==> config.mk <==
export PLATFORM = sky130hd
export DESIGN_NAME = bounded_ordered_list_engine_core
export DESIGN_NICKNAME = d
export VERILOG_FILES = /design/src/rtl/bole_pkg.sv /design/src/rtl/bounded_ordered_list_engine_core.sv
export SDC_FILE = /design/constraint.sdc
export NUM_CORES = 2
export LEC_CHECK = 0
export ABC_CLOCK_PERIOD_IN_PS = 6900
export BUFFER_PORTS_ARGS = -buffer_cell sky130_fd_sc_hd__buf_2
export CAP_MARGIN = 20
export CORE_UTILIZATION = 40
export CTS_BUF_LIST = sky130_fd_sc_hd__clkbuf_8
export DETAILED_ROUTE_END_ITERATION = 16
export GPL_ROUTABILITY_DRIVEN = 1
export SLEW_MARGIN = 10
export SYNTH_ARGS = -nofsm -noshare
export SYNTH_HDL_FRONTEND = slang
export SYNTH_SLANG_ARGS = --single-unit
==> constraint.sdc <==
create_clock -name clk -period 6.9 [get_ports clk]
set_clock_uncertainty 0.05 [all_clocks]
set_input_delay 1.38 -clock clk [delete_from_list [all_inputs] [get_ports clk]]
set_output_delay 1.38 -clock clk [all_outputs]
set_load 0.005 [all_outputs]
==> src/rtl/bole_pkg.sv <==
// Types and constants for the bounded ordered list engine
package bole_pkg;

    localparam int CAPACITY = 64;
    localparam int IDX_W    = $clog2(CAPACITY);
    localparam int CNT_W    = $clog2(CAPACITY + 1);
    localparam int POS_W    = 6;
    localparam int LEN_W    = 7;

    localparam logic [2:0] REQ_INS_FRONT = 3'd0;
    localparam logic [2:0] REQ_INS_BACK  = 3'd1;
    localparam logic [2:0] REQ_REMOVE    = 3'd2;
    localparam logic [2:0] REQ_REM_LAST  = 3'd3;
    localparam logic [2:0] REQ_SEARCH    = 3'd4;

    localparam logic [1:0] ST_OK      = 2'd0;
    localparam logic [1:0] ST_FULL    = 2'd1;
    localparam logic [1:0] ST_EMPTY   = 2'd2;
    localparam logic [1:0] ST_MISSING = 2'd3;

    typedef struct packed {
        logic [2:0]         req_type;
        logic signed [31:0] value;
    } req_t;

    typedef struct packed {
        logic [1:0]       status;
        logic [POS_W-1:0] position;
        logic [LEN_W-1:0] length;
    } rsp_t;

endpackage

==> src/rtl/bounded_ordered_list_engine_core.sv <==
// Linked list engine: slot memories, free-slot map and a walk sequencer
// Full/empty/unknown requests skip the scan and the walk; insert scans for the lowest free
// slot (one free bit checked per cycle); insert back to a non-empty list also links the tail.
// Remove, search and remove last (beyond a single entry) walk one list entry per cycle.
// One request at a time; a finished response waits in the output register while the next
// request is taken. Reset: asynchronous active-low, empty list, all slots free.
module bounded_ordered_list_engine_core (
    input  logic            clk,
    input  logic            rst_n,
    input  logic            req_valid,
    output logic            req_ready,
    input  bole_pkg::req_t  req_data,
    output logic            rsp_valid,
    input  logic            rsp_ready,
    output bole_pkg::rsp_t  rsp_data
);
    import bole_pkg::*;

    typedef enum logic [4:0] {
        S_IDLE = 5'b00001,
        S_SCAN = 5'b00010,
        S_LINK = 5'b00100,
        S_WALK = 5'b01000,
        S_DONE = 5'b10000
    } state_t;

    state_t             state_reg, state_next;
    req_t               req_reg, req_next;
    logic [IDX_W-1:0]   i_reg, i_next;
    logic [IDX_W-1:0]   cur_reg, cur_next;
    logic [IDX_W-1:0]   prev_reg, prev_next;
    logic [IDX_W-1:0]   head_reg, head_next;
    logic [IDX_W-1:0]   tail_reg, tail_next;
    logic [CNT_W-1:0]   count_reg, count_next;
    logic [CAPACITY-1:0] free_reg, free_next;
    logic [1:0]         status_reg, status_next;
    logic [POS_W-1:0]   pos_reg, pos_next;
    logic               rsp_valid_reg, rsp_valid_next;
    rsp_t               rsp_reg, rsp_next;

    logic [31:0]        val_mem [CAPACITY];
    logic [IDX_W-1:0]   link_mem [CAPACITY];
    logic [31:0]        rd_val_reg;
    logic [IDX_W-1:0]   rd_link_reg;
    logic [IDX_W-1:0]   rd_addr;
    logic               val_we;
    logic               link_we;
    logic [IDX_W-1:0]   link_waddr;
    logic [IDX_W-1:0]   link_wdata;
    logic               last_step;

    assign req_ready = (state_reg == S_IDLE);
    assign rsp_valid = rsp_valid_reg;
    assign rsp_data  = rsp_reg;
    assign last_step = (CNT_W'(i_reg) + CNT_W'(1)) == count_reg;

    always_ff @(posedge clk)
    begin
        if (val_we)
        begin
            val_mem[i_reg] <= req_reg.value;
        end
        if (link_we)
        begin
            link_mem[link_waddr] <= link_wdata;
        end
        rd_val_reg  <= val_mem[rd_addr];
        rd_link_reg <= link_mem[rd_addr];
    end

    always_comb
    begin
        state_next     = state_reg;
        req_next       = req_reg;
        i_next         = i_reg;
        cur_next       = cur_reg;
        prev_next      = prev_reg;
        head_next      = head_reg;
        tail_next      = tail_reg;
        count_next     = count_reg;
        free_next      = free_reg;
        status_next    = status_reg;
        pos_next       = pos_reg;
        rsp_valid_next = rsp_valid_reg && !rsp_ready;
        rsp_next       = rsp_reg;
        rd_addr        = head_reg;
        val_we         = 1'b0;
        link_we        = 1'b0;
        link_waddr     = cur_reg;
        link_wdata     = cur_reg;

        unique case (state_reg)
            S_IDLE:
            begin
                if (req_valid)
                begin
                    req_next    = req_data;
                    i_next      = '0;
                    cur_next    = head_reg;
                    prev_next   = head_reg;
                    status_next = ST_OK;
                    pos_next    = '0;
                    state_next  = S_DONE;
                    if (req_data.req_type == REQ_INS_FRONT || req_data.req_type == REQ_INS_BACK)
                    begin
                        if (count_reg >= CNT_W'(CAPACITY))
                            status_next = ST_FULL;
                        else
                            state_next = S_SCAN;
                    end
                    else if (req_data.req_type == REQ_REMOVE
                             || req_data.req_type == REQ_SEARCH)
                    begin
                        if (count_reg == '0)
                            status_next = ST_EMPTY;
                        else
                            state_next = S_WALK;
                    end
                    else if (req_data.req_type == REQ_REM_LAST)
                    begin
                        if (count_reg == '0)
                        begin
                            status_next = ST_EMPTY;
                        end
                        else if (count_reg == CNT_W'(1))
                        begin
                            free_next[tail_reg] = 1'b1;
                            count_next          = '0;
                        end
                        else
                        begin
                            state_next = S_WALK;
                        end
                    end
                end
            end

            S_SCAN:
            begin
                if (free_reg[i_reg])
                begin
                    val_we           = 1'b1;
                    link_we          = 1'b1;
                    link_waddr       = i_reg;
                    link_wdata       = (count_reg == '0 || req_reg.req_type == REQ_INS_BACK)
                                       ? i_reg : head_reg;
                    free_next[i_reg] = 1'b0;
                    count_next       = count_reg + CNT_W'(1);
                    cur_next         = i_reg;
                    state_next       = S_DONE;
                    if (count_reg == '0)
                    begin
                        head_next = i_reg;
                        tail_next = i_reg;
                    end
                    else if (req_reg.req_type == REQ_INS_FRONT)
                    begin
                        head_next = i_reg;
                    end
                    else
                    begin
                        state_next = S_LINK;
                    end
                end
                else
                begin
                    i_next = i_reg + IDX_W'(1);
                end
            end

            S_LINK:
            begin
                // old tail now points at the new entry
                link_we    = 1'b1;
                link_waddr = tail_reg;
                link_wdata = cur_reg;
                tail_next  = cur_reg;
                state_next = S_DONE;
            end

            S_WALK:
            begin
                rd_addr = rd_link_reg;
                if (req_reg.req_type == REQ_REM_LAST)
                begin
                    if (CNT_W'(i_reg) + CNT_W'(2) == count_reg)
                    begin
                        // cur is the entry before the last
                        link_we             = 1'b1;
                        link_waddr          = cur_reg;
                        link_wdata          = cur_reg;
                        free_next[tail_reg] = 1'b1;
                        tail_next           = cur_reg;
                        count_next          = count_reg - CNT_W'(1);
                        state_next          = S_DONE;
                    end
                    else
                    begin
                        prev_next = cur_reg;
                        cur_next  = rd_link_reg;
                        i_next    = i_reg + IDX_W'(1);
                    end
                end
                else if (rd_val_reg == req_reg.value)
                begin
                    state_next = S_DONE;
                    if (req_reg.req_type == REQ_SEARCH)
                    begin
                        pos_next = POS_W'(i_reg);
                    end
                    else
                    begin
                        if (i_reg == '0)
                        begin
                            head_next = rd_link_reg;
                        end
                        else
                        begin
                            link_we    = 1'b1;
                            link_waddr = prev_reg;
                            link_wdata = rd_link_reg;
                            if (cur_reg == tail_reg)
                                tail_next = prev_reg;
                        end
                        free_next[cur_reg] = 1'b1;
                        count_next         = count_reg - CNT_W'(1);
                    end
                end
                else if (last_step)
                begin
                    status_next = ST_MISSING;
                    state_next  = S_DONE;
                end
                else
                begin
                    prev_next = cur_reg;
                    cur_next  = rd_link_reg;
                    i_next    = i_reg + IDX_W'(1);
                end
            end

            S_DONE:
            begin
                if (!rsp_valid_reg || rsp_ready)
                begin
                    rsp_valid_next    = 1'b1;
                    rsp_next.status   = status_reg;
                    rsp_next.position = pos_reg;
                    rsp_next.length   = LEN_W'(count_reg);
                    state_next        = S_IDLE;
                end
            end

            default:
            begin
                state_next = S_IDLE;
            end
        endcase
    end

    always_ff @(posedge clk or negedge rst_n)
    begin
        if (!rst_n)
        begin
            state_reg     <= S_IDLE;
            head_reg      <= '0;
            tail_reg      <= '0;
            count_reg     <= '0;
            free_reg      <= '1;
            rsp_valid_reg <= 1'b0;
        end
        else
        begin
            state_reg     <= state_next;
            head_reg      <= head_next;
            tail_reg      <= tail_next;
            count_reg     <= count_next;
            free_reg      <= free_next;
            rsp_valid_reg <= rsp_valid_next;
        end
    end

    always_ff @(posedge clk)
    begin
        req_reg    <= req_next;
        i_reg      <= i_next;
        cur_reg    <= cur_next;
        prev_reg   <= prev_next;
        status_reg <= status_next;
        pos_reg    <= pos_next;
        rsp_reg    <= rsp_next;
    end

endmodule

# Word level (Yosys, flattened, before mapping)
# Memory sizes are Yosys's and may differ from the RTL's. A register that Yosys moved wholly into a read port is not among the register bits.
# Cells that the tools add are included.
# op_classes
bitwise_logic	4
order_cmp	7
div_mod_pow	0
n_reduce_logical	29
shift	0
n_mux	126
eq_ne	44
add_sub_neg	5
mul	0
# ops
op	count
two-way mux 64 bit	11
two-way mux 6 bit	45
case mux 64 bit (3 select lines)	1
bitwise OR 64 bit	2
two-way mux 5 bit	16
two-way mux 7 bit	11
case mux 6 bit (3 select lines)	4
bitwise AND 64 bit	1
inverter 64 bit	1
case mux 6 bit (2 select lines)	4
equality test 32 bit	1
!= test 2 bit (second input constant)	15
!= test 3 bit (second input constant)	9
case mux 5 bit (5 select lines)	1
AND reduction 5 bit	5
< comparator 6 x 7 -> 1 bit (second input constant)	3
case mux 7 bit (3 select lines)	1
demux 1 bit (select 6 bit)	3
>= comparator 6 x 1 -> 1 bit (second input constant)	3
two-way mux 1 bit	18
two-way mux 2 bit	8
equality test 7 bit	2
AND reduction 11 bit	1
equality test 3 x 2 -> 1 bit (second input constant)	3
other kinds (32)	46
# totals
output_inout_bits	17
inputBits	39
word_cells	233
n_memories	2
latchBits	0
mem_bits_rw	2432
rom_bits	0
ff_bits	165
# mem_list
memory	depth	word_bits	read_ports	rd_ports_with_merged_regs	write_ports	line	source
val_mem	64	32	1	1	1	bounded_ordered_list_engine_core.sv:41	logic [31:0] val_mem [CAPACITY];
link_mem	64	6	1	1	1	bounded_ordered_list_engine_core.sv:42	logic [IDX_W-1:0] link_mem [CAPACITY];

# Logic depth before layout (Yosys ltp)
# depth
ltp_word	12
ltp_mapped	17
ltp_nobuf	11

# Worst setup path after synthesis
# No wires, ideal clock.
# synth_timing
path_kind	reg-to-reg
startpoint	register i_reg[0]
endpoint	memory val_mem[15][0], enable pin
path_stages_with_launch	11
path_slack_ns	0.889
period_less_slack_ns	6.011
t_required_ns	6.335
path_buffers	4
setup_time_ns	0.515
t_arrival_ns	5.445
cell_sequence	edfxtp_1 buf_6 buf_2 and2_1 a211o_1 a211oi_1 or3_1 buf_2 o21ai_0 buf_2 nor4b_1
# synth_between
elab_chain_cells	6
# synth_rtl
element	line	source
start: declaration	bounded_ordered_list_engine_core.sv:29	logic [IDX_W-1:0] i_reg, i_next;
start signal: assignment	bounded_ordered_list_engine_core.sv:286	i_reg <= i_next;
binary-select mux 1 bit (select 6 bit)	bounded_ordered_list_engine_core.sv:140	if (free_reg[i_reg])
two-way mux 1 bit (not written as such)	bounded_ordered_list_engine_core.sv:140	
two-way mux 1 bit	bounded_ordered_list_engine_core.sv:140	
two-way mux 1 bit	bounded_ordered_list_engine_core.sv:92	unique case (state_reg)
two-way mux 1 bit	bounded_ordered_list_engine_core.sv:59	if (val_we)
two-way mux 1 bit (not written as such)	bounded_ordered_list_engine_core.sv:61	val_mem[i_reg] <= req_reg.value;
end: declaration	bounded_ordered_list_engine_core.sv:41	
# Several ways; a longest one is shown, not always the timed one. The select of a mux whose other input is x is not followed.

# Final worst setup path
# layout_timing
startpoint	register req_reg[6] (netlist name)
endpoint	memory link_mem[53][3] (netlist name), enable pin
# layout_between
elab_chain_cells	6
word_cells_on_any_way	9
cone_classes	1 x eq/ne; 8 x mux
# layout_rtl
element	line	source
start: declaration	bounded_ordered_list_engine_core.sv:28	req_t req_reg, req_next;
start signal: assignment	bounded_ordered_list_engine_core.sv:285	req_reg <= req_next;
equality test 32 bit (*)	bounded_ordered_list_engine_core.sv:204	else if (rd_val_reg == req_reg.value)
two-way mux 1 bit	bounded_ordered_list_engine_core.sv:204	
two-way mux 1 bit	bounded_ordered_list_engine_core.sv:184	if (req_reg.req_type == REQ_REM_LAST)
case mux 1 bit (3 select lines)	bounded_ordered_list_engine_core.sv:92	
two-way mux 1 bit	bounded_ordered_list_engine_core.sv:63	if (link_we)
two-way mux 1 bit (not written as such)	bounded_ordered_list_engine_core.sv:65	link_mem[link_waddr] <= link_wdata;
end: declaration	bounded_ordered_list_engine_core.sv:42	
# Mark *: on every way between the ends. The rest lies on a longest branch, timed or not.

==> results.sh <==
export IMPL_ys_types=85
export IMPL_drc=0
export IMPL_start_util=0.402
export IMPL_status="completed"
export IMPL_drt_wl_total_um=338000
export IMPL_dpl_cell_count=11100
export IMPL_cp_top_family="simple AND/OR/NAND/NOR gates"
export IMPL_largest_reg_flops=2048
export IMPL_num_vias=70700
export IMPL_met2_usage=0.382
export IMPL_htreeDepth=5
export IMPL_io_pins=56
export IMPL_placed_area_sq_um=112000
export IMPL_syn_avg_cell_area_sq_um=13.6
export IMPL_dieWidth_um=518
export IMPL_layout_common_cells="edfxtp_1, nand2_1, and3_1, a31oi_1, clkbuf_8"
export IMPL_start_kind="flip-flop"
export IMPL_syn_to_final_growth_pct=11.8
export IMPL_dieArea_sq_um=269000
export IMPL_powerDensity_nw_per_um2=343
export IMPL_vias_per_cell=5.96
export IMPL_synth_seq_cells=2635
export IMPL_ys_flop_type="edfxtp_1"
export IMPL_relSlewSlack=0.238
export IMPL_cap_viol_max_count=0
export IMPL_num_nets_final=8044
export IMPL_cts_max_path_buffers=4
export IMPL_syn_nets=7909
export IMPL_final_cells=11900
export IMPL_grt_total_usage=0.244
export IMPL_synthesis_area_sq_um=107000
export IMPL_crit_chain="buf_4 > xor2_1 > nor4_1 > nand4_1 > nor3_2 > o21ai_0 > a222oi_1 > o21a_1 > or3b_1 > nor2_1"
export IMPL_clock_latency_ns=1.03
export IMPL_arrival_ns=6.31
export IMPL_clkSlewWorstSetupHoldPaths_ns=0.07
export IMPL_rsz0062_at_grt="false"
export IMPL_cts_tree="yes"
export IMPL_synth_edf_count=2508
export IMPL_slew_violations=0
export IMPL_fp_dieH_um=518
export IMPL_drt_iter0_drc=9932
export IMPL_whs_ns=0.344
export IMPL_grt_use_met1=0.335
export IMPL_finalHoldViolCount=0
export IMPL_globalplace_congestion=0.915
export IMPL_path_buf_inv=1
export IMPL_p_leak_nw=40.9
export IMPL_fmax_ghz=0.174
export IMPL_crit_slowest_cell="or3b_1"
export IMPL_peakVddDrop_mv=0.357
export IMPL_port_buffers=55
export IMPL_post_cts_buffers=0
export IMPL_grt_pass1_vias=67500
export IMPL_hold_path_class="in2async"
export IMPL_grt_first_pass_wirelength_um=480000
export IMPL_core_area_sq_um=265000
export IMPL_ant_nets=0
export IMPL_async_flop_share=0.0338
export IMPL_crit_type="reg2reg"
export IMPL_max_stage_delay_ns=0.77
export IMPL_antenna_found_initial=34
export IMPL_cp_required_ns=7.47
export IMPL_rows=189
export IMPL_grt_max_degree=172
export IMPL_cts_root_buf="clkbuf_8"
export IMPL_firstDrtPassIters=7
export IMPL_synth_warnings=0
export IMPL_crit_path_end_kind="flip-flop"
export IMPL_cts_buffers=405
export IMPL_post_route_cells_drive_above_1_share=0.124
export IMPL_fin_tns_setup_ns=0
export IMPL_worst_path_max_fanout=65
export IMPL_cts_resized=0
export IMPL_wl_per_cell_um=28.5
export IMPL_synth_cells=7861
export IMPL_grt_overflow_total=0
export IMPL_final_util=0.450
export IMPL_cts_hold_buf=0
export IMPL_tightest_slew_ns=1.13
export IMPL_busiest_layer="met2"
export IMPL_dp_hpwl_um=185000
export IMPL_grt_use_met3=0.0470
export IMPL_setup_viol_count_final=0
export IMPL_final_common_cell="edfxtp_1"
export IMPL_period_share=0.832
export IMPL_finalCriticalPeriod_ns=5.74
export IMPL_ys_seq_area_frac=0.735
export IMPL_design_area_sq_um=119000
export IMPL_cts_num_sinks=2635
==> final timing paths <==
check	slack [ns]	cells past startpoint	from	end
worst max-delay path	1.16	10	req_reg[6]	link_mem[53][3]
worst min-delay path	0.34	1	rst_n	head_reg[3]
worst max register to register	1.16	10	req_reg[6]	link_mem[53][3]
worst min register to register	0.35	0	pos_reg[4]	rsp_data[11]
max in group asynchronous	5.32	2	rst_n	count_reg[6]
min in group clk	0.35	0	pos_reg[4]	rsp_data[11]
==> area by class of cell <==
class | count | area, sq um
clock inverters | 287 | 1390
fillers | 23400 | 146000
flip-flops and latches | 2635 | 78400
clock buffers | 430 | 5920
diodes | 25 | 62.6
multi-input cells | 4622 | 26400
inverters | 34 | 128
repair buffers | 298 | 2530
well taps | 3533 | 4420
==> stage by stage <==
stage / setup slack, ns / power (mW)
3_5_place_dp: 1.25 / 28.9
2_1_floorplan: 0.889 / 25.0
3_3_place_gp: 1.34 / 28.8
4_1_cts: 1.20 / 40.8
6_report: 1.16 / 40.9
5_1_grt: 0.986 / 42.2
==> per-layer routing <==
metal / routed length [um] / part of all wire
met2: 155000 / 0.46
met5: 36 / 0.00011
met1: 135000 / 0.40
met4: 13400 / 0.040
met3: 34400 / 0.10
==> power breakdown <==
group	internal, mW	switching [mW]	leakage [nW]	total, mW
Sequential	18.9	0.465	23.9	19.3
Clock	5.97	6.10	4.29	12.1
Combinational	2.43	7.06	12.7	9.49
Total	27.3	13.6	40.9	40.9
==> synth_stat cells, types with 66 or more instances <==
library cell  number  area [sq um]
clkbuf_1         306          1150
o22ai_1          239          1500
nand3_1          179           896
mux2i_1          111          1110
nand2_1         1830          6870
nor2_1           211           792
a31oi_1          443          2770
o21ai_0           66           330
a211oi_1         235          1760
edfxtp_1        2508         75300
buf_2            188           941
a21oi_1          158           791
o221ai_1          79           692
and3_1           482          3020
==> kinds of logic (layout without fill, tap and decap cells) <==
logic type / count (synthesis) / count (layout) / synth area share
flip-flops: 2635 / 2635 / 0.735
AO/OA/AOI/OAI: 1474 / 1474 / 0.0929
multiplexers: 154 / 154 / 0.0194
adder cells (fa/ha/maj): 9 / 9 / 0.00106
other: 0 / 25 / 0
AND/OR/NAND/NOR: 2932 / 2932 / 0.123
buffers and inverters: 604 / 1049 / 0.0243
XOR/XNOR: 53 / 53 / 0.00435
(Power assumes the default switching activity.)
